### src/sv/nncd_pkg.sv
// ----------------------------------------------------------------------------
// nncd_pkg
// shared constants and types of the crop and downscale unit
// ----------------------------------------------------------------------------
package nncd_pkg;

    localparam int CFG_W       = 11;
    localparam int CFG_IDX_W   = 3;
    localparam int PIX_W       = 8;
    localparam int COORD_W     = 10;
    localparam int IN_TDATA_W  = 8;
    localparam int OUT_TDATA_W = 32;

    localparam int DEF_MAX_DIMENSION = 1024;

    // register indexes on the configuration port
    localparam logic [CFG_IDX_W-1:0] CFG_SRC_WIDTH   = 3'd0;
    localparam logic [CFG_IDX_W-1:0] CFG_SRC_HEIGHT  = 3'd1;
    localparam logic [CFG_IDX_W-1:0] CFG_CROP_HEIGHT = 3'd2;
    localparam logic [CFG_IDX_W-1:0] CFG_OUT_WIDTH   = 3'd3;
    localparam logic [CFG_IDX_W-1:0] CFG_OUT_HEIGHT  = 3'd4;

    localparam int RST_SRC_WIDTH   = 320;
    localparam int RST_SRC_HEIGHT  = 240;
    localparam int RST_CROP_HEIGHT = 204;
    localparam int RST_OUT_WIDTH   = 96;
    localparam int RST_OUT_HEIGHT  = 96;

    localparam logic [PIX_W-1:0] PIXEL_OFFSET = 8'd128;

    // one output pixel
    typedef struct packed {
        logic [PIX_W-1:0]   pix;
        logic [COORD_W-1:0] x;
        logic [COORD_W-1:0] y;
        logic               last;
    } t_result;

    // remainder renormalization strobes after a size change
    typedef struct packed {
        logic col;
        logic row;
    } t_norm_ctl;

endpackage

### src/sv/nncd_div.sv
// ----------------------------------------------------------------------------
// nncd_div
// restoring divider, one quotient bit per cycle
// ----------------------------------------------------------------------------
module nncd_div
    import nncd_pkg::*;
#(
    parameter int DW = 11
) (
    input  logic          i_clk,
    input  logic          i_rst_n,
    input  logic          i_start,
    input  logic [DW-1:0] i_dividend,
    input  logic [DW-1:0] i_divisor,
    output logic          o_done,
    output logic [DW-1:0] o_quot,
    output logic [DW-1:0] o_rem
);

    localparam int CNT_W = $clog2(DW);
    localparam logic [CNT_W-1:0] CNT_LAST = CNT_W'(DW - 1);

    logic             r_busy;
    logic             r_done;
    logic [CNT_W-1:0] r_cnt;
    logic [DW-1:0]    r_quo;
    logic [DW-1:0]    r_rem;
    logic [DW-1:0]    r_div;

    logic [DW:0] shifted;
    logic [DW:0] trial;
    logic        fits;

    assign shifted = {r_rem, r_quo[DW-1]};
    assign trial   = shifted - {1'b0, r_div};
    assign fits    = !trial[DW];

    always_ff @(posedge i_clk) begin
        if (!i_rst_n) begin
            r_busy <= 1'b0;
            r_done <= 1'b0;
            r_cnt  <= '0;
        end else begin
            r_done <= 1'b0;
            if (i_start) begin
                r_busy <= 1'b1;
                r_cnt  <= '0;
            end else if (r_busy) begin
                r_cnt <= r_cnt + 1'b1;
                if (r_cnt == CNT_LAST) begin
                    r_busy <= 1'b0;
                    r_done <= 1'b1;
                end
            end
        end
    end

    always_ff @(posedge i_clk) begin
        if (i_start) begin
            r_quo <= i_dividend;
            r_rem <= '0;
            r_div <= i_divisor;
        end else if (r_busy) begin
            r_quo <= {r_quo[DW-2:0], fits};
            r_rem <= fits ? trial[DW-1:0] : shifted[DW-1:0];
        end
    end

    assign o_done = r_done;
    assign o_quot = r_quo;
    assign o_rem  = r_rem;

endmodule

### src/sv/nncd_cfg.sv
// ----------------------------------------------------------------------------
// nncd_cfg
// size registers, clamping, step ratio recompute and remainder re-split after each write
// ----------------------------------------------------------------------------
module nncd_cfg
    import nncd_pkg::*;
#(
    parameter int MAX_DIMENSION = DEF_MAX_DIMENSION,
    parameter int DW            = 11
) (
    input  logic                 i_clk,
    input  logic                 i_rst_n,
    input  logic                 i_cfg_valid,
    output logic                 o_cfg_ready,
    input  logic [CFG_IDX_W-1:0] i_cfg_index,
    input  logic [CFG_W-1:0]     i_cfg_data,
    input  logic [DW-1:0]        i_col_raw,
    input  logic [DW-1:0]        i_row_raw,
    output logic                 o_busy,
    output logic [DW-1:0]        o_sw,
    output logic [DW-1:0]        o_sh,
    output logic [DW-1:0]        o_ow,
    output logic [DW-1:0]        o_oh,
    output logic [DW-1:0]        o_qw,
    output logic [DW-1:0]        o_rw,
    output logic [DW-1:0]        o_qh,
    output logic [DW-1:0]        o_rh,
    output t_norm_ctl            o_norm,
    output logic [DW-1:0]        o_norm_quot,
    output logic [DW-1:0]        o_norm_rem
);

    // reset sizes after clamping
    localparam int RST_SW = (RST_SRC_WIDTH > MAX_DIMENSION) ? MAX_DIMENSION : RST_SRC_WIDTH;
    localparam int RST_SH = (RST_SRC_HEIGHT > MAX_DIMENSION) ? MAX_DIMENSION : RST_SRC_HEIGHT;
    localparam int RST_CH = (RST_CROP_HEIGHT > RST_SH) ? RST_SH : RST_CROP_HEIGHT;
    localparam int RST_OW = (RST_OUT_WIDTH > RST_SW) ? RST_SW : RST_OUT_WIDTH;
    localparam int RST_OH = (RST_OUT_HEIGHT > RST_CH) ? RST_CH : RST_OUT_HEIGHT;
    localparam int RST_QW = RST_SW / RST_OW;
    localparam int RST_RW = RST_SW % RST_OW;
    localparam int RST_QH = RST_CH / RST_OH;
    localparam int RST_RH = RST_CH % RST_OH;

    localparam logic [1:0] ST_IDLE   = 2'd0;
    localparam logic [1:0] ST_SETTLE = 2'd1;
    localparam logic [1:0] ST_START  = 2'd2;
    localparam logic [1:0] ST_WAIT   = 2'd3;

    localparam logic [1:0] JOB_COL_RATIO = 2'd0;
    localparam logic [1:0] JOB_ROW_RATIO = 2'd1;
    localparam logic [1:0] JOB_COL_NORM  = 2'd2;
    localparam logic [1:0] JOB_ROW_NORM  = 2'd3;

    function automatic logic [15:0] clamp_dim(input logic [15:0] v, input logic [15:0] hi);
        logic [15:0] res;
        res = v;
        if (v == 16'd0) begin
            res = 16'd1;
        end else if (v > hi) begin
            res = hi;
        end
        return res;
    endfunction

    logic [CFG_W-1:0] r_src_width;
    logic [CFG_W-1:0] r_src_height;
    logic [CFG_W-1:0] r_crop_height;
    logic [CFG_W-1:0] r_out_width;
    logic [CFG_W-1:0] r_out_height;

    logic [DW-1:0] r_sw;
    logic [DW-1:0] r_sh;
    logic [DW-1:0] r_ch;
    logic [DW-1:0] r_ow;
    logic [DW-1:0] r_oh;
    logic [DW-1:0] r_qw;
    logic [DW-1:0] r_rw;
    logic [DW-1:0] r_qh;
    logic [DW-1:0] r_rh;

    logic [1:0] r_state;
    logic [1:0] n_state;
    logic [1:0] r_job;
    logic [1:0] n_job;

    logic [15:0] c_sw;
    logic [15:0] c_sh;
    logic [15:0] c_ch;
    logic [15:0] c_ow;
    logic [15:0] c_oh;

    logic          cfg_write;
    logic          div_start;
    logic          div_done;
    logic [DW-1:0] div_dividend;
    logic [DW-1:0] div_divisor;
    logic [DW-1:0] div_quot;
    logic [DW-1:0] div_rem;
    logic          job_done;

    assign c_sw = clamp_dim(16'(r_src_width), 16'(MAX_DIMENSION));
    assign c_sh = clamp_dim(16'(r_src_height), 16'(MAX_DIMENSION));
    assign c_ch = clamp_dim(16'(r_crop_height), c_sh);
    assign c_ow = clamp_dim(16'(r_out_width), c_sw);
    assign c_oh = clamp_dim(16'(r_out_height), c_ch);

    assign o_cfg_ready = (r_state == ST_IDLE);
    assign o_busy      = (r_state != ST_IDLE);
    assign cfg_write   = i_cfg_valid && o_cfg_ready;
    assign div_start   = (r_state == ST_START);
    assign job_done    = (r_state == ST_WAIT) && div_done;

    always_ff @(posedge i_clk) begin
        if (!i_rst_n) begin
            r_src_width   <= CFG_W'(RST_SRC_WIDTH);
            r_src_height  <= CFG_W'(RST_SRC_HEIGHT);
            r_crop_height <= CFG_W'(RST_CROP_HEIGHT);
            r_out_width   <= CFG_W'(RST_OUT_WIDTH);
            r_out_height  <= CFG_W'(RST_OUT_HEIGHT);
        end else if (cfg_write) begin
            case (i_cfg_index)
                CFG_SRC_WIDTH:   r_src_width   <= i_cfg_data;
                CFG_SRC_HEIGHT:  r_src_height  <= i_cfg_data;
                CFG_CROP_HEIGHT: r_crop_height <= i_cfg_data;
                CFG_OUT_WIDTH:   r_out_width   <= i_cfg_data;
                CFG_OUT_HEIGHT:  r_out_height  <= i_cfg_data;
                default: begin
                end
            endcase
        end
    end

    always_ff @(posedge i_clk) begin
        if (!i_rst_n) begin
            r_sw <= DW'(RST_SW);
            r_sh <= DW'(RST_SH);
            r_ch <= DW'(RST_CH);
            r_ow <= DW'(RST_OW);
            r_oh <= DW'(RST_OH);
        end else begin
            r_sw <= DW'(c_sw);
            r_sh <= DW'(c_sh);
            r_ch <= DW'(c_ch);
            r_ow <= DW'(c_ow);
            r_oh <= DW'(c_oh);
        end
    end

    always_comb begin
        n_state = r_state;
        n_job   = r_job;
        case (r_state)
            ST_IDLE: begin
                if (cfg_write) begin
                    n_state = ST_SETTLE;
                end
            end
            ST_SETTLE: begin
                n_state = ST_START;
                n_job   = JOB_COL_RATIO;
            end
            ST_START: begin
                n_state = ST_WAIT;
            end
            ST_WAIT: begin
                if (div_done) begin
                    n_job   = r_job + 1'b1;
                    n_state = (r_job == JOB_ROW_NORM) ? ST_IDLE : ST_START;
                end
            end
            default: begin
                n_state = ST_IDLE;
            end
        endcase
    end

    always_ff @(posedge i_clk) begin
        if (!i_rst_n) begin
            r_state <= ST_IDLE;
            r_job   <= JOB_COL_RATIO;
            r_qw    <= DW'(RST_QW);
            r_rw    <= DW'(RST_RW);
            r_qh    <= DW'(RST_QH);
            r_rh    <= DW'(RST_RH);
        end else begin
            r_state <= n_state;
            r_job   <= n_job;
            if (job_done && r_job == JOB_COL_RATIO) begin
                r_qw <= div_quot;
                r_rw <= div_rem;
            end
            if (job_done && r_job == JOB_ROW_RATIO) begin
                r_qh <= div_quot;
                r_rh <= div_rem;
            end
        end
    end

    always_comb begin
        case (r_job)
            JOB_COL_RATIO: begin
                div_dividend = r_sw;
                div_divisor  = r_ow;
            end
            JOB_ROW_RATIO: begin
                div_dividend = r_ch;
                div_divisor  = r_oh;
            end
            JOB_COL_NORM: begin
                div_dividend = i_col_raw;
                div_divisor  = r_ow;
            end
            default: begin
                div_dividend = i_row_raw;
                div_divisor  = r_oh;
            end
        endcase
    end

    nncd_div #(
        .DW(DW)
    ) u_div (
        .i_clk      (i_clk),
        .i_rst_n    (i_rst_n),
        .i_start    (div_start),
        .i_dividend (div_dividend),
        .i_divisor  (div_divisor),
        .o_done     (div_done),
        .o_quot     (div_quot),
        .o_rem      (div_rem)
    );

    assign o_sw        = r_sw;
    assign o_sh        = r_sh;
    assign o_ow        = r_ow;
    assign o_oh        = r_oh;
    assign o_qw        = r_qw;
    assign o_rw        = r_rw;
    assign o_qh        = r_qh;
    assign o_rh        = r_rh;
    assign o_norm.col  = job_done && (r_job == JOB_COL_NORM);
    assign o_norm.row  = job_done && (r_job == JOB_ROW_NORM);
    assign o_norm_quot = div_quot;
    assign o_norm_rem  = div_rem;

endmodule

### src/sv/nncd_scan.sv
// ----------------------------------------------------------------------------
// nncd_scan
// raster scan counters and incremental nearest-neighbor pick
// ----------------------------------------------------------------------------
module nncd_scan
    import nncd_pkg::*;
#(
    parameter int DW = 11,
    parameter int TW = 13
) (
    input  logic             i_clk,
    input  logic             i_rst_n,
    input  logic             i_accept,
    input  logic [PIX_W-1:0] i_pixel,
    input  logic             i_frame_start,
    input  logic [DW-1:0]    i_sw,
    input  logic [DW-1:0]    i_sh,
    input  logic [DW-1:0]    i_ow,
    input  logic [DW-1:0]    i_oh,
    input  logic [DW-1:0]    i_qw,
    input  logic [DW-1:0]    i_rw,
    input  logic [DW-1:0]    i_qh,
    input  logic [DW-1:0]    i_rh,
    input  t_norm_ctl        i_norm,
    input  logic [DW-1:0]    i_norm_quot,
    input  logic [DW-1:0]    i_norm_rem,
    output logic [DW-1:0]    o_col_raw,
    output logic [DW-1:0]    o_row_raw,
    output logic             o_res_valid,
    output t_result          o_res
);

    logic [DW-1:0] r_scol, n_scol, r_srow, n_srow;
    logic [DW-1:0] r_ocol, n_ocol, r_orow, n_orow;
    logic [TW-1:0] r_ctgt, n_ctgt, r_rtgt, n_rtgt;
    logic [DW-1:0] r_craw, n_craw, r_rraw, n_rraw;
    logic [DW-1:0] r_cmod, n_cmod, r_rmod, n_rmod;
    logic [DW-1:0] r_cbonus, n_cbonus, r_rbonus, n_rbonus;

    // state as seen by this request, after an optional frame restart
    logic [DW-1:0] cur_scol, cur_srow, cur_ocol, cur_orow;
    logic [TW-1:0] cur_ctgt, cur_rtgt;
    logic [DW-1:0] cur_cmod, cur_rmod, cur_cbonus, cur_rbonus;

    logic          row_hit;
    logic          col_hit;
    logic          row_end;
    logic          frame_end;
    logic [DW:0]   csum, rsum;
    logic          ccarry, rcarry;
    logic [DW-1:0] cmod_step, rmod_step;
    logic [TW-1:0] ctgt_step, rtgt_step;

    assign cur_scol   = i_frame_start ? '0 : r_scol;
    assign cur_srow   = i_frame_start ? '0 : r_srow;
    assign cur_ocol   = i_frame_start ? '0 : r_ocol;
    assign cur_orow   = i_frame_start ? '0 : r_orow;
    assign cur_ctgt   = i_frame_start ? '0 : r_ctgt;
    assign cur_rtgt   = i_frame_start ? '0 : r_rtgt;
    assign cur_cmod   = i_frame_start ? '0 : r_cmod;
    assign cur_rmod   = i_frame_start ? '0 : r_rmod;
    assign cur_cbonus = i_frame_start ? '0 : r_cbonus;
    assign cur_rbonus = i_frame_start ? '0 : r_rbonus;

    assign row_hit   = (TW'(cur_srow) == cur_rtgt) && (cur_orow < i_oh);
    assign col_hit   = row_hit && (cur_ocol < i_ow) && (TW'(cur_scol) == cur_ctgt);
    assign row_end   = (cur_scol >= i_sw - 1'b1);
    assign frame_end = (cur_srow >= i_sh - 1'b1);

    // quotient of (rem + size) / out split into the fixed ratio plus one carry
    assign csum      = {1'b0, cur_cmod} + {1'b0, i_rw};
    assign ccarry    = (csum >= {1'b0, i_ow});
    assign cmod_step = ccarry ? DW'(csum - {1'b0, i_ow}) : DW'(csum);
    assign ctgt_step = cur_ctgt + TW'(i_qw) + TW'(cur_cbonus) + TW'(ccarry);

    assign rsum      = {1'b0, cur_rmod} + {1'b0, i_rh};
    assign rcarry    = (rsum >= {1'b0, i_oh});
    assign rmod_step = rcarry ? DW'(rsum - {1'b0, i_oh}) : DW'(rsum);
    assign rtgt_step = cur_rtgt + TW'(i_qh) + TW'(cur_rbonus) + TW'(rcarry);

    always_comb begin
        n_scol   = r_scol;
        n_srow   = r_srow;
        n_ocol   = r_ocol;
        n_orow   = r_orow;
        n_ctgt   = r_ctgt;
        n_rtgt   = r_rtgt;
        n_craw   = r_craw;
        n_rraw   = r_rraw;
        n_cmod   = r_cmod;
        n_rmod   = r_rmod;
        n_cbonus = r_cbonus;
        n_rbonus = r_rbonus;
        if (i_accept) begin
            n_scol   = cur_scol;
            n_srow   = cur_srow;
            n_ocol   = cur_ocol;
            n_orow   = cur_orow;
            n_ctgt   = cur_ctgt;
            n_rtgt   = cur_rtgt;
            n_craw   = i_frame_start ? '0 : r_craw;
            n_rraw   = i_frame_start ? '0 : r_rraw;
            n_cmod   = cur_cmod;
            n_rmod   = cur_rmod;
            n_cbonus = cur_cbonus;
            n_rbonus = cur_rbonus;
            if (col_hit) begin
                n_ocol   = cur_ocol + 1'b1;
                n_ctgt   = ctgt_step;
                n_craw   = cmod_step;
                n_cmod   = cmod_step;
                n_cbonus = '0;
            end
            if (row_end) begin
                if (row_hit) begin
                    n_orow   = cur_orow + 1'b1;
                    n_rtgt   = rtgt_step;
                    n_rraw   = rmod_step;
                    n_rmod   = rmod_step;
                    n_rbonus = '0;
                end
                n_ocol   = '0;
                n_ctgt   = '0;
                n_craw   = '0;
                n_cmod   = '0;
                n_cbonus = '0;
                n_scol   = '0;
                if (frame_end) begin
                    n_srow   = '0;
                    n_orow   = '0;
                    n_rtgt   = '0;
                    n_rraw   = '0;
                    n_rmod   = '0;
                    n_rbonus = '0;
                end else begin
                    n_srow = cur_srow + 1'b1;
                end
            end else begin
                n_scol = cur_scol + 1'b1;
            end
        end
        // a size change re-splits the stored remainders against the new divisor
        if (i_norm.col) begin
            n_cmod   = i_norm_rem;
            n_cbonus = i_norm_quot;
        end
        if (i_norm.row) begin
            n_rmod   = i_norm_rem;
            n_rbonus = i_norm_quot;
        end
    end

    always_ff @(posedge i_clk) begin
        if (!i_rst_n) begin
            r_scol   <= '0;
            r_srow   <= '0;
            r_ocol   <= '0;
            r_orow   <= '0;
            r_ctgt   <= '0;
            r_rtgt   <= '0;
            r_craw   <= '0;
            r_rraw   <= '0;
            r_cmod   <= '0;
            r_rmod   <= '0;
            r_cbonus <= '0;
            r_rbonus <= '0;
        end else begin
            r_scol   <= n_scol;
            r_srow   <= n_srow;
            r_ocol   <= n_ocol;
            r_orow   <= n_orow;
            r_ctgt   <= n_ctgt;
            r_rtgt   <= n_rtgt;
            r_craw   <= n_craw;
            r_rraw   <= n_rraw;
            r_cmod   <= n_cmod;
            r_rmod   <= n_rmod;
            r_cbonus <= n_cbonus;
            r_rbonus <= n_rbonus;
        end
    end

    assign o_col_raw   = r_craw;
    assign o_row_raw   = r_rraw;
    assign o_res_valid = i_accept && col_hit;
    assign o_res.pix   = i_pixel - PIXEL_OFFSET;
    assign o_res.x     = COORD_W'(cur_ocol);
    assign o_res.y     = COORD_W'(cur_orow);
    assign o_res.last  = (cur_ocol == i_ow - 1'b1) && (cur_orow == i_oh - 1'b1);

endmodule

### src/sv/nncd_obuf.sv
// ----------------------------------------------------------------------------
// nncd_obuf
// two-entry output register with skid slot
// ----------------------------------------------------------------------------
module nncd_obuf
    import nncd_pkg::*;
(
    input  logic    i_clk,
    input  logic    i_rst_n,
    input  logic    i_push,
    input  t_result i_data,
    output logic    o_space,
    output logic    o_valid,
    output t_result o_data,
    input  logic    i_ready
);

    logic [1:0] r_cnt;
    logic [1:0] n_cnt;
    t_result    r_slot0;
    t_result    r_slot1;
    logic       pop;
    logic       push;

    assign pop     = (r_cnt != 2'd0) && i_ready;
    assign o_space = (r_cnt != 2'd2);
    assign push    = i_push && o_space;

    always_comb begin
        n_cnt = r_cnt;
        case ({push, pop})
            2'b10:   n_cnt = r_cnt + 1'b1;
            2'b01:   n_cnt = r_cnt - 1'b1;
            default: n_cnt = r_cnt;
        endcase
    end

    always_ff @(posedge i_clk) begin
        if (!i_rst_n) begin
            r_cnt <= 2'd0;
        end else begin
            r_cnt <= n_cnt;
        end
    end

    always_ff @(posedge i_clk) begin
        if (pop) begin
            if (r_cnt == 2'd2) begin
                r_slot0 <= r_slot1;
            end else if (push) begin
                r_slot0 <= i_data;
            end
        end else if (push && r_cnt == 2'd0) begin
            r_slot0 <= i_data;
        end
        if (push && ((r_cnt == 2'd1 && !pop) || (r_cnt == 2'd2 && pop))) begin
            r_slot1 <= i_data;
        end
    end

    assign o_valid = (r_cnt != 2'd0);
    assign o_data  = r_slot0;

endmodule

### src/sv/nearest_neighbor_crop_downscale_unit.sv
// ----------------------------------------------------------------------------
// nearest_neighbor_crop_downscale_unit
// nearest-neighbor crop and downscale of a raster grayscale pixel stream
// ----------------------------------------------------------------------------
// Takes one source pixel per clock while neither a configuration recompute
// nor a full output buffer holds the input off, and emits through a register
// the pixels that fall on the nearest-neighbor grid of the cropped output
// image, each as pixel minus 128 with its output coordinates and an
// end-of-frame mark on tlast. The scan keeps a target and remainder per axis,
// so the pick needs no divider in the pixel path; a two-entry output buffer
// keeps the input open while one result waits. Each configuration write
// holds the input off while one shared restoring divider recomputes both
// axis step ratios and re-splits the running remainders against the new sizes.
// ----------------------------------------------------------------------------
module nearest_neighbor_crop_downscale_unit
    import nncd_pkg::*;
#(
    parameter int MAX_DIMENSION = DEF_MAX_DIMENSION
) (
    input  logic                   i_clk,
    input  logic                   i_rst_n,
    input  logic                   i_s_axis_tvalid,
    output logic                   o_s_axis_tready,
    input  logic [IN_TDATA_W-1:0]  i_s_axis_tdata,   // [7:0] pixel
    input  logic                   i_s_axis_tuser,   // [0] frame_start
    output logic                   o_m_axis_tvalid,
    input  logic                   i_m_axis_tready,
    output logic [OUT_TDATA_W-1:0] o_m_axis_tdata,   // [7:0] out_pixel, [17:8] out_x,
                                                     // [27:18] out_y, [31:28] zero
    output logic                   o_m_axis_tlast,
    input  logic                   i_cfg_valid,
    output logic                   o_cfg_ready,
    input  logic [CFG_IDX_W-1:0]   i_cfg_index,
    input  logic [CFG_W-1:0]       i_cfg_data
);

    localparam int DW = $clog2(MAX_DIMENSION + 1);
    localparam int TW = DW + 2;

    logic          busy;
    logic          buf_space;
    logic          accept;
    logic [DW-1:0] sw, sh, ow, oh, qw, rw, qh, rh;
    logic [DW-1:0] col_raw, row_raw;
    t_norm_ctl     norm;
    logic [DW-1:0] norm_quot, norm_rem;
    logic          res_valid;
    t_result       res;
    t_result       out_res;

    assign o_s_axis_tready = !busy && buf_space;
    assign accept          = i_s_axis_tvalid && o_s_axis_tready;

    nncd_cfg #(
        .MAX_DIMENSION (MAX_DIMENSION),
        .DW            (DW)
    ) u_cfg (
        .i_clk       (i_clk),
        .i_rst_n     (i_rst_n),
        .i_cfg_valid (i_cfg_valid),
        .o_cfg_ready (o_cfg_ready),
        .i_cfg_index (i_cfg_index),
        .i_cfg_data  (i_cfg_data),
        .i_col_raw   (col_raw),
        .i_row_raw   (row_raw),
        .o_busy      (busy),
        .o_sw        (sw),
        .o_sh        (sh),
        .o_ow        (ow),
        .o_oh        (oh),
        .o_qw        (qw),
        .o_rw        (rw),
        .o_qh        (qh),
        .o_rh        (rh),
        .o_norm      (norm),
        .o_norm_quot (norm_quot),
        .o_norm_rem  (norm_rem)
    );

    nncd_scan #(
        .DW (DW),
        .TW (TW)
    ) u_scan (
        .i_clk         (i_clk),
        .i_rst_n       (i_rst_n),
        .i_accept      (accept),
        .i_pixel       (i_s_axis_tdata[PIX_W-1:0]),
        .i_frame_start (i_s_axis_tuser),
        .i_sw          (sw),
        .i_sh          (sh),
        .i_ow          (ow),
        .i_oh          (oh),
        .i_qw          (qw),
        .i_rw          (rw),
        .i_qh          (qh),
        .i_rh          (rh),
        .i_norm        (norm),
        .i_norm_quot   (norm_quot),
        .i_norm_rem    (norm_rem),
        .o_col_raw     (col_raw),
        .o_row_raw     (row_raw),
        .o_res_valid   (res_valid),
        .o_res         (res)
    );

    nncd_obuf u_obuf (
        .i_clk   (i_clk),
        .i_rst_n (i_rst_n),
        .i_push  (res_valid),
        .i_data  (res),
        .o_space (buf_space),
        .o_valid (o_m_axis_tvalid),
        .o_data  (out_res),
        .i_ready (i_m_axis_tready)
    );

    assign o_m_axis_tdata = {4'b0000, out_res.y, out_res.x, out_res.pix};
    assign o_m_axis_tlast = out_res.last;

endmodule

### config.mk
export PLATFORM = sky130hd
export DESIGN_NAME = nearest_neighbor_crop_downscale_unit
export DESIGN_NICKNAME = d
export VERILOG_FILES = /design/src/sv/nncd_pkg.sv /design/src/sv/nncd_div.sv /design/src/sv/nncd_cfg.sv /design/src/sv/nncd_scan.sv /design/src/sv/nncd_obuf.sv /design/src/sv/nearest_neighbor_crop_downscale_unit.sv
export SDC_FILE = /design/constraint.sdc
export NUM_CORES = 1
export LEC_CHECK = 0
export ABC_AREA = 1
export BUFFER_PORTS_ARGS = -buffer_cell sky130_fd_sc_hd__buf_4
export CORE_ASPECT_RATIO = 0.6
export CORE_MARGIN = 4
export CORE_UTILIZATION = 35
export CTS_CLUSTER_SIZE = 28
export DETAILED_ROUTE_END_ITERATION = 8
export PLACE_DENSITY_LB_ADDON = 0.25
export SLEW_MARGIN = 10
export SYNTH_ARGS = -nofsm -noshare
export SYNTH_HDL_FRONTEND = slang
export SYNTH_SLANG_ARGS = --single-unit
### constraint.sdc
create_clock -name i_clk -period 5.99 [get_ports i_clk]
set_input_delay 0.2995 -clock i_clk [delete_from_list [all_inputs] [get_ports i_clk]]
set_output_delay 0.2995 -clock i_clk [all_outputs]
set_load 0.05 [all_outputs]
==> results of run 1 <==
-- power groups by stage --
stage                     clock network (mW)  logic (mW)  registers (mW)
final                                   2.79        3.68            3.20
after global routing                    2.95        4.06            3.23
after CTS                               2.85        3.61            3.20
after detailed placement                   0        3.58            3.26
after global placement                     0        3.59            3.26
after floorplan                            0        2.27            3.46
-- layout make-up --
type | count | share of cell area (%)
Multi-Input combinational cell | 2602 | 50.3
Clock inverter | 21 | 0.866
Sequential cell | 393 | 30.8
Tap cell | 962 | 4.27
Clock buffer | 53 | 4.20
Inverter | 469 | 6.26
Timing Repair Buffer | 118 | 3.30
-- worst paths after layout --
check                      end  slack, ps  depth (start not counted)
min           u_cfg.r_state[0]         30                          3
max reg2reg  u_scan.r_ctgt[10]        610                         29
min reg2reg   u_scan.r_srow[2]        460                          2
max          u_scan.r_ctgt[10]        610                         29
-- flip-flops by register name, summed over array words and instances (netlist names), 13 cells and up --
name,cells
u_obuf.o_data,29
u_obuf.r_slot1,29
u_scan.r_ctgt,13
u_scan.r_rtgt,13
-- layout by cell type (no fill, tap or decap), types with 24 or more instances in the layout --
master | Yosys | routed
sky130_fd_sc_hd__ha_1 | 172 | 172
sky130_fd_sc_hd__nand3_1 | 237 | 237
sky130_fd_sc_hd__fa_1 | 28 | 28
sky130_fd_sc_hd__clkbuf_16 | 0 | 43
sky130_fd_sc_hd__a21oi_1 | 334 | 334
sky130_fd_sc_hd__buf_4 | 8 | 100
sky130_fd_sc_hd__nor2_1 | 350 | 346
sky130_fd_sc_hd__nand4_1 | 65 | 65
sky130_fd_sc_hd__a31oi_1 | 30 | 30
sky130_fd_sc_hd__nand2_1 | 808 | 807
sky130_fd_sc_hd__xor2_1 | 89 | 89
sky130_fd_sc_hd__xnor2_1 | 24 | 24
sky130_fd_sc_hd__edfxtp_1 | 80 | 80
sky130_fd_sc_hd__o21ai_0 | 292 | 292
sky130_fd_sc_hd__dfxtp_1 | 313 | 313
sky130_fd_sc_hd__inv_1 | 464 | 464
sky130_fd_sc_hd__nor3_1 | 44 | 44
-- worst reg2reg max path: cells and delay by family, from the launching register on --
family	cells	cell delay [ps]
adders and majority gates	6	2180
xor gates and xnor gates	2	390
buffers and inverters	5	320
and+or+nand+nor	10	890
DFF	1	310
AOI/OAI and AO/OA	6	1190
-- per-layer routing --
layer / up-vias / GRT usage (%) / wire (microns)
met3: 61 / 5.45 / 8990
met4: 2 / 3.22 / 928
met1: 10900 / 36.5 / 45400
li1: 11900 / - / -
met2: 904 / 26.7 / 29800
met5: - / 1.19 / 127
-- kinds of logic after synthesis --
group	count (synthesis)
AND/OR/NAND/NOR	1561
adder cells (fa/ha/maj)	200
XOR/XNOR	113
flip-flops	393
buffers and inverters	609
other	1
AO/OA/AOI/OAI	724
-- timing repair --
action,in CTS,in global routing
hold endpoints to repair,39,0
hold buffers,18,0
resized for setup,0,0
-- Yosys cell counts, drive strengths merged, types with 3 or more instances --
cell type	n	area share, %
nor3	46	0.95
clkbuf	106	1.6
xnor2	24	0.83
or3	3	0.075
inv	467	7.0
buf	34	0.92
nor4	14	0.37
or2	12	0.30
nand3	240	4.9
dfxtp	313	25
o2111ai	8	0.28
a21o	5	0.15
xor2	89	3.1
nand2	812	12
ha	172	8.5
edfxtp	80	9.5
nor2	359	5.6
fa	28	2.2
o211ai	10	0.30
o21a	5	0.15
nand4	65	1.6
o22ai	13	0.32
a21oi	337	6.7
a31oi	30	0.75
nand3b	6	0.18
o21ai	295	5.9
o21bai	12	0.36
==> impl.org, run 1 <==
** Yosys
- Number of different library cells in the post-synthesis netlist :: 55
- For this run, the number of Yosys warnings is 0.
- After synthesis, the share of flip-flops with an asynchronous set or reset is 0%.
- Yosys mapped a number of flops with a built-in enable equal to 80.
- Commonest register cell after synthesis :: sky130_fd_sc_hd__dfxtp_1
- Cell area after synthesis :: 25200 sq um
- Summing the areas of all compound-gate instances in the mapped netlist gives 15.2% of the synthesized area.
- Largest family of logic cells by synthesized area :: simple AND/OR/NAND/NOR gates
- The portion of synthesized area spent on multiplexers is 0%.
- Share of synthesized area occupied by flip-flops and latches :: 34.4%
- Adder-cell share of the synthesized area :: 10.8%
- Mean instance size in the synthesized netlist :: 7.00 sq um
- Synthesis produced 3601 cells.
- Simple-Gate Fraction of Synth Area :: 26.2%
- Parity-gate share of the synthesized area counting xor and xnor cells :: 3.93%
- Number of storage elements in the synthesis netlist :: 393

** Critical path
- At the worst endpoint, the required time is 6460 ps.
- STA classifies the critical path startpoint as a register.
- Tracing the worst setup path back leads to its startpoint at u_scan.r_cmod[0].
- Worst path top cell family by delay :: adder cells
- Worst flop-to-flop path startpoint :: u_scan.r_cmod[0]
- For this design, the slowest cell found on the critical path is sky130_fd_sc_hd__fa_1.
- In this design, the stage delay of the slowest critical-path cell is 480 ps.
- Along the worst path, the maximum fanout reaches 6.
- The setup path with the least slack is of type register to register.
- Cell type with the highest occurrence count on the critical path :: sky130_fd_sc_hd__nand2_1
- The worst setup path is captured at a register.
- Together, buffers and inverters on the worst path number 5.
- Critical path data arrival time :: 5850 ps

** Global route
- Overflow left after global routing :: 0
- Number of global-route vias before repair :: 21200
- Antenna violations before repair :: 3
- The first global-routing pass estimated 130000 microns of wire.
- Across every metal layer, demand over resource in global routing totals 21.7%.
- Entering global routing, the biggest net connects 98 pins.

** Placed design
- The number of placed instances, taps included, is 4526.
- Timing analysis after detailed placement gives a worst setup slack of 474 ps.
- GPL Wtd Cong :: 0.925
- The wire-length estimate of the detail-placed layout is 65000 microns.
- Cell area after placement :: 26600 sq um
- In this run the tool buffered the top-level ports with 59 buffer cells.

** Route
- Count of nets left with antenna violations after detail routing :: 0
- Detailed Routing Iterations Pass 1 :: 6
- Dividing the detail-routed wire length by the instance count gives 18.5 microns.
- Ratio of routed vias to standard cells :: 5.14
- Vias after detailed routing :: 23700
- In the routed design, unresolved DRC markers number 0.
- 1st-iter DRT viols :: 2811
- Aggregate routed wire length :: 85200 microns

** Power and ir drop
- Overall Power :: 9.67 mW
- Dividing total power by cell area gives a power density of 343 nW/um^2.
- Peak supply drop :: 0.286 mV
- Clk network pwr share :: 28.9%
- Internal power :: 5.69 mW
- Of the total power, the share spent switching nets is 41.2%.
- Leakage dissipation :: 12.4 nW
- Power share of the sequential group :: 33.1%
- Combinational cells account for 38.0% of the total power.
- For this design the total switching power over the nets is 3.99 mW.

** Timing
- Post-route setup slack :: 609 ps
- Worst Tran Pin Value :: 1170 ps
- Setup repair after global routing missed its margin :: false
- Final-layout setup total negative slack :: 0 ps
- Setup violations, final :: 0
- Of the available clock period, the critical path in the final layout requires 89.8%.
- The count of final max-slew check failures was 0.
- Derived from the worst setup path, the maximum achievable clock frequency is 0.186 GHz.
- The clock arrives with 26.2 ps of skew.
- The worst pin sits at a relative slew slack of 21.6%.
- Across all hold checks on the routed design, the worst slack comes to 31.3 ps.
- Final hold vios :: 0
- Final critical-path required period :: 5380 ps

** Finish
- Synthesis-to-layout area growth :: 11.8%
- ANT cells :: 0
- Net count, final :: 3854
- Share of the core filled with cells in the final layout :: 39.9%
- The layout has 7501 filler cells.
- For this run, the number of standard cells in the final layout without fillers is 4618.
- The multi-input combinational cells in the finished layout cover a total of 14200 sq um.
- In the final layout, flip-flops and latches occupy 8670 sq um.
- Ratio of cells with drive above 1 in the final layout :: 5.80%
- Final instance area :: 28200 sq um

** Clock network
- The H-tree was split into 2 levels.
- Once the clock tree was built, the setup fixing pass inserted 0 buffers.
- Number of CTS-inserted buffers :: 42
- The later pin in the worst-skew pair is clocked with a latency of 600 ps.
- Clock root cell :: sky130_fd_sc_hd__clkbuf_16
- The longest clock path from root to sink contains 3 buffers.
- TritonCTS sink count :: 393
- Clock slew at the register clock pins of the worst setup and hold paths :: 70 ps
- TritonCTS built the clock tree.

** Die
- Area enclosed by the die boundary :: 76500 sq um
- Once the floorplan was initialized, standard cells occupied 35.7% of the core.
- I/O pin total :: 64
- Count of standard-cell rows :: 75
- Overall die width :: 354 microns
- In this run the vertical extent of the chip is 216 microns.
- The region available for standard cell placement spans 70600 sq um.

** Flow run
- Max-cap violations in this run came to 0.

** Worst hold path
- Origin of the worst min-delay path :: i_cfg_valid
- In this run the worst hold path is classified as primary input to register.

** Status
- Status :: complete, no violations
No activity file was read; power rests on OpenSTA's default activity.
==> inputs of run 2 (changes only) <==
==> constraint.sdc (replaced) <==
create_clock -name i_clk -period 6.2 [get_ports i_clk]
set_input_delay 0.31 -clock i_clk [delete_from_list [all_inputs] [get_ports i_clk]]
set_output_delay 0.31 -clock i_clk [all_outputs]
set_load 0.05 [all_outputs]
==> run 2 against run 1 <==
Core utilization fell by 0.078 points. Sequential share of layout area rose by 0.060 points. Register-to-register slack improved by 240 ps. Cell area fell by 0.20%. Combinational power fell by 3%. Sequential power fell by 3%. Fmax rose by 0.50%.
==> impl.org, run 2 (synthesis results as in run 1) <==
** Die
- In this run the standard cell core region covers 70600 sq um.
- The floorplan step defined a die boundary enclosing 76500 sq um.
- Initial core utilization :: 35.7%
- The die is 354 microns wide.
- In this run the core area contains 75 standard-cell rows.
- From bottom edge to top edge, the die measures 216 microns.
- I/O pin total :: 64

** Route
- Ratio of routed vias to standard cells :: 5.14
- Summing over every cut layer, the via total after detailed routing is 23700.
- 1st-iter DRT viols :: 2703
- Aggregate routed wire length :: 86200 microns
- In this run the remaining antenna-violating nets after routing total 0.
- DRC errors left :: 0
- In the final routed layout, each cell accounts on average for 18.7 microns.
- Detailed Routing Iterations Pass 1 :: 5

** Power and ir drop
- For this design the total switching power over the nets is 3.88 mW.
- The clock network burns 28.3% of the power.
- In this run the static leakage power is 12.4 nW.
- Peak supply drop :: 0.324 mV
- Logic pwr share :: 38.4%
- Net switching is 41.7% of the power.
- Internal power comes to 5.42 mW.
- Power share of the sequential group :: 33.3%
- Power density cells :: 331 nW/um^2
- Overall Power :: 9.30 mW

** Global route
- Summed over all layers, the global routing overflow is 0.
- The number of global-route vias before repair was 21600.
- The first global-routing pass estimated 132000 microns of wire.
- Pin count of the biggest net entering global routing :: 69
- Antenna violations before repair :: 6
- Global routing usage summed across all routing layers :: 22.0%

** Timing
- Timing would allow up to 0.187 GHz.
- Setup repair after global routing left no endpoint under its margin.
- Setup violations, final :: 0
- Part of the cycle the worst path needs :: 86.4%
- Final hold vios :: 0
- Final Max Slew Viols :: 0
- Setup skew after layout :: 22.2 ps
- Headroom to the max-slew limit came out at 22.0%.
- For the pin with the worst max-slew slack, the measured transition is 1170 ps.
- After layout, the minimum clock period comes to 5350 ps.
- Setup total negative slack on the finished layout was measured at 0 ps.

** Critical path
- Worst Setup SP :: u_scan.r_cmod[0]
- The critical path is of the register to register type.
- Data on the critical path is required at its endpoint by 6650 ps.
- Biggest cell delay along the critical path :: 470 ps
- The worst register-to-register path begins at u_scan.r_cmod[0].
- Type of destination of the critical path :: register
- Critical path data arrival time :: 5810 ps
- In this design, the critical path's most frequently occurring cell is sky130_fd_sc_hd__nand2_1.
- The worst setup path is launched from a register.
- On the critical path, the stage with the largest delay is an instance of sky130_fd_sc_hd__fa_1.
- Counting cells, the worst reg-to-reg path comes to 29.
- In this run the worst path has a maximum fanout of 6.

** Worst hold path
- Cell depth of the worst min-delay path :: 3
- The path class of the tightest hold or removal check is primary input to register.
- In this run the most critical hold path is launched from i_cfg_data[1].

** Placed design
- GPL Wtd Cong :: 0.970
- Number of input and output port buffers inserted :: 59
- Summed over all nets, the half-perimeter wirelength after detailed placement is 65300 microns.

** Clock network
- Counting every sink on the clock net gives 393.
- Number of buffers on the longest clock path :: 3
- TritonCTS built the clock tree.
- Clk_lat worst skew :: 600 ps
- Htree depth :: 2
- Once the clock tree was built, the setup fixing pass inserted 0 buffers.
- Number of CTS-inserted buffers :: 42
- Clock-pin slew was measured on the worst setup and hold paths at 70 ps.
- In this run the clock root is driven by a sky130_fd_sc_hd__clkbuf_16.

** Finish
- Most used cells in the layout excluding fill and tap cells :: sky130_fd_sc_hd__nand2_1, sky130_fd_sc_hd__inv_1, sky130_fd_sc_hd__nor2_1, sky130_fd_sc_hd__a21oi_1, sky130_fd_sc_hd__dfxtp_1
- From synthesis to final layout, the design area changed by 11.6%.
- The post-route netlist has 5.63% of its cells at a drive strength greater than 1.
- Leaving out fill and tap cells, the most frequent cell in the layout is sky130_fd_sc_hd__nand2_1.
- Net count, final :: 3850

** Status
- Status :: complete, no violations

** Flow run
- The tool flagged a number of max-cap violations equal to 0.
## run 2: changes by cell type in the layout (fill, tap and decap cells not counted), sizes merged
cell | previous run | this run
buf | 100 | 97
clkinvlp | 2 | 3
inv | 471 | 470
bufinv | 4 | 1
dlygate4sd3 | 18 | 17
diode | 0 | 1
clkbuf | 53 | 60
## run 2: layout make-up
class	count	area, sq um
fill	7607	42500
multi-input combinational	2602	14200
sequential	393	8670
inverter	469	1760
clock buffer	60	1250
tap	962	1200
timing repair buffer	114	898
clock inverter	18	149
antenna	1	2.50
## run 2: power groups by stage
stage,registers [mW],clock network [mW],logic [mW]
finish,3.10,2.63,3.57
global route,3.13,2.77,3.93
CTS,3.10,2.68,3.50
detailed placement,3.15,0,3.48
global placement,3.15,0,3.49
floorplan,3.34,0,2.19
## run 2: path summary, 6_finish.rpt
| check | end | slack [ps] |
|---|---|---|
| setup / recovery | u_scan.r_ctgt[10] | 850 |
| hold / removal | u_cfg.r_src_height[1] | 40 |
| setup reg to reg | u_scan.r_ctgt[10] | 850 |
| hold reg to reg | u_scan.r_ctgt[2] | 460 |
## run 2: routing by layer
layer	GRT usage, %	wire [microns]	part of all wire [%]	vias to the layer above
met2	27.2	30300	35	886
li1	-	-	-	11900
met5	1.06	148	0.17	-
met4	3.80	1170	1.4	8
met3	6.35	9460	11	78
met1	36.3	45100	52	10900
## run 2: through the flow
| stage | hold slack (ps) | util [%] | worst slack, ps | std cells | instance area, sq um |
|---|---|---|---|---|---|
| after floorplan | 409 | - | 28.4 | 3604 | 25200 |
| after global placement | 453 | 37.6 | 771 | 4523 | 26500 |
| after detailed placement | 456 | 37.6 | 693 | 4523 | 26500 |
| after CTS | 11.9 | 39.8 | 842 | 4618 | 28100 |
| after global routing | 50.8 | 39.8 | 422 | 4619 | 28100 |
| final | 35.3 | 39.8 | 846 | 4619 | 28100 |
## run 2: what timing repair did
item | in CTS | in global routing
resized for setup | 0 | 0
hold buffers | 17 | 0
hold endpoints to repair | 33 | 0
## run 2: worst max-delay path: cells and delay by family, from the launching register on
family / cells / cell delay, ps
buf+inv: 5 / 300
flops: 1 / 310
fa+ha+maj: 6 / 2140
compound gates: 6 / 1130
simple gates: 10 / 930
xor+xnor: 2 / 400
==> inputs of run 3 (changes only) <==
--- a/config.mk
+++ b/config.mk
@@ -7,7 +7,6 @@
 export LEC_CHECK = 0
 export ABC_AREA = 1
 export BUFFER_PORTS_ARGS = -buffer_cell sky130_fd_sc_hd__buf_4
-export CORE_ASPECT_RATIO = 0.6
 export CORE_MARGIN = 4
 export CORE_UTILIZATION = 35
 export CTS_CLUSTER_SIZE = 28
==> run 3 against run 2 <==
Worst hold slack improved by 13 ps. Critical path type unchanged. First-iteration DRC count decreased by 29%. Total power increased by 1.0%. Critical path depth unchanged.
==> impl.org, run 3 (synthesis results as in run 1) <==
** Worst hold path
- The worst hold path terminates at u_cfg.r_state[0].
- Along the worst hold path, the cell count comes to 3.
- The tightest min-delay check is of the primary input to register type.
- The startpoint identified for the worst hold timing path is i_cfg_valid.

** Power and ir drop
- The analysis attributes to cell leakage a power of 12.5 nW.
- Peak supply drop :: 0.307 mV
- Overall Power :: 9.40 mW
- Power density cells :: 333 nW/um^2

** Route
- The first detailed-routing pass took 7 iterations.
- The first routing iteration left 1923 violations.
- Dividing the detail-routed via count by the number of cells gives 5.08.
- Vias after detailed routing :: 23400
- Aggregate routed wire length :: 79300 microns
- In the routed design, unresolved DRC markers number 0.
- Dividing the detail-routed wire length by the instance count gives 17.2 microns.
- Count of nets left with antenna violations after detail routing :: 0

** Critical path
- For this run, the slowest stage of the critical path takes 480 ps.
- Reg2Reg Setup Slack :: 830 ps
- Critical path data arrival time :: 5820 ps
- At the worst endpoint, the required time is 6650 ps.
- Among all stages on the critical path, the largest delay is contributed by sky130_fd_sc_hd__fa_1.
- Type of destination of the critical path :: register
- Classification of the worst setup path :: register to register
- Worst-path fanout max :: 6
- STA classifies the critical path startpoint as a register.
- Worst R2R End :: u_scan.r_ctgt[10]
- Measured in cells, the most critical reg-to-reg path has a length of 29.
- Cell type with the highest occurrence count on the critical path :: sky130_fd_sc_hd__nand2_1
- In this run the critical register-to-register path is launched from u_scan.r_cmod[0].

** Timing
- Setup violations, final :: 0
- Max frequency :: 0.186 GHz
- Normalized max-slew margin :: 25.4%
- For the finished layout, the period the worst path requires is 5370 ps.
- In the finished design, the share of the clock period the worst path needs comes to 86.5%.
- Final hold vios :: 0
- Setup repair after global routing missed its margin :: false
- In the final timing run, aggregate negative setup slack is 0 ps.
- Final Max Slew Viols :: 0
- Worst Tran Pin Value :: 1110 ps
- On the final layout, the worst clock skew is 40.6 ps.

** Clock network
- Clk_lat worst skew :: 610 ps
- Number of CTS-inserted buffers :: 46
- The H-tree was split into 2 levels.
- In this run the post-CTS setup repair buffer count came out at 0.
- CTS placed an instance of sky130_fd_sc_hd__clkbuf_16 at the clock tree root.
- Number of buffers on the longest clock path :: 3
- TritonCTS built the clock tree.
- After clock tree synthesis, the clock-pin slew on the worst setup and hold paths is 60 ps.
- TritonCTS sink count :: 393

** Placed design
- GPL Wtd Cong :: 0.921
- Number of input and output port buffers inserted :: 59
- Post-detailed-placement half-perimeter wirelength :: 59900 microns
- Counting tap cells, the placed design contains a total of 4507 instances.

** Die
- Core area :: 71400 sq um
- Overall die width :: 276 microns
- Area enclosed by the die boundary :: 76300 sq um
- Die height :: 276 microns
- I/O pin total :: 64
- Initial core utilization :: 35.3%
- Count of standard-cell rows :: 98

** Global route
- In the global route stage, met3 resource usage came out at 3.31%.
- Overflow left after global routing :: 0
- Pin count of the biggest net entering global routing :: 81
- Across every metal layer, demand over resource in global routing totals 20.1%.
- Busiest layer in global routing :: met2
- Antenna violations before repair :: 2
- Global routing used 32.3% of the available met2 tracks.
- In the global route stage, met1 resource usage came out at 27.4%.
- The number of global-route vias before repair is 22300.
- The first global-routing pass estimated 124000 microns of wire.

** Finish
- Cells with a size suffix above 1 make up 5.71% of the layout.
- Most common cell after layout, fill and taps aside :: sky130_fd_sc_hd__nand2_1
- Final cell count without fillers :: 4611
- ANT cells :: 0
- Relative to the synthesized area, the layout overhead comes to 12.1%.
- The net count of the finished layout is 3852.
- In the layout the commonest cells are sky130_fd_sc_hd__nand2_1, sky130_fd_sc_hd__inv_1, sky130_fd_sc_hd__nor2_1, sky130_fd_sc_hd__a21oi_1, sky130_fd_sc_hd__dfxtp_1.

** Flow run
- Max Cap Violations :: 0

** Status
- The run finished with clean final reports.
-- run 3: cell types whose count changed in the layout (fill, tap and decap cells not counted), sizes merged --
cell	change
clkinv	+5
buf	-4
bufinv	+3
dlygate4sd3	+2
inv	-2
clkbuf	+1
diode	-1
-- run 3: through the flow --
step / util [%] / worst slack, ps / cell area (sq um) / hold WS, ps
3_3_place_gp: 37.1 / 499 / 26500 / 452
2_1_floorplan: - / 28.4 / 25200 / 409
6_report: 39.6 / 834 / 28200 / 48.1
4_1_cts: 39.6 / 829 / 28200 / 13.1
5_1_grt: 39.6 / 359 / 28200 / 65.3
3_5_place_dp: 37.1 / 466 / 26500 / 456
-- run 3: final cells by class --
type                       count  area (sq um)
inverter                     469          1760
clock inverter                24           263
timing repair buffer         112           888
clock buffer                  61          1300
sequential                   393          8670
tap                          950          1190
multi-input combinational   2602         14200
fill                        7654         43100
-- run 3: worst max-delay path by stage --
stage                                    to  cells past startpoint             start
after floorplan           u_scan.r_ctgt[10]                     38    i_s_axis_tuser
after global placement     u_scan.r_rtgt[6]                     37    i_s_axis_tuser
after detailed placement  u_scan.r_rtgt[10]                     37    i_s_axis_tuser
after CTS                 u_scan.r_ctgt[10]                     29  u_scan.r_cmod[0]
after global routing      u_scan.r_ctgt[10]                     29  u_scan.r_cmod[0]
final                     u_scan.r_ctgt[10]                     29  u_scan.r_cmod[0]
-- run 3: worst max-delay path: cells and delay by family, from the launching register on --
kind            cells  cell delay, ps
fa+ha+maj           6            2110
flops               1             310
simple gates       10             970
compound gates      6            1140
buf+inv             5             330
xor+xnor            2             370
-- run 3: power breakdown --
part           switching, mW  total (mW)  internal (mW)  leakage (nW)
Combinational           2.44        3.46           1.02          8.43
Sequential             0.177        3.11           2.93          3.28
Clock                   1.18        2.83           1.65         0.763
-- run 3: per-layer routing --
layer  routed length, microns  vias to the layer above
met4                     2670                        0
met2                    35400                      606
met5                        0                        -
met3                     5240                      127
li1                         -                    11900
met1                    36000                    10800
-- run 3: what timing repair did --
action | CTS | global route
gates resized for setup | 0 | 0
hold buffers | 19 | 0
hold endpoints to repair | 45 | 0
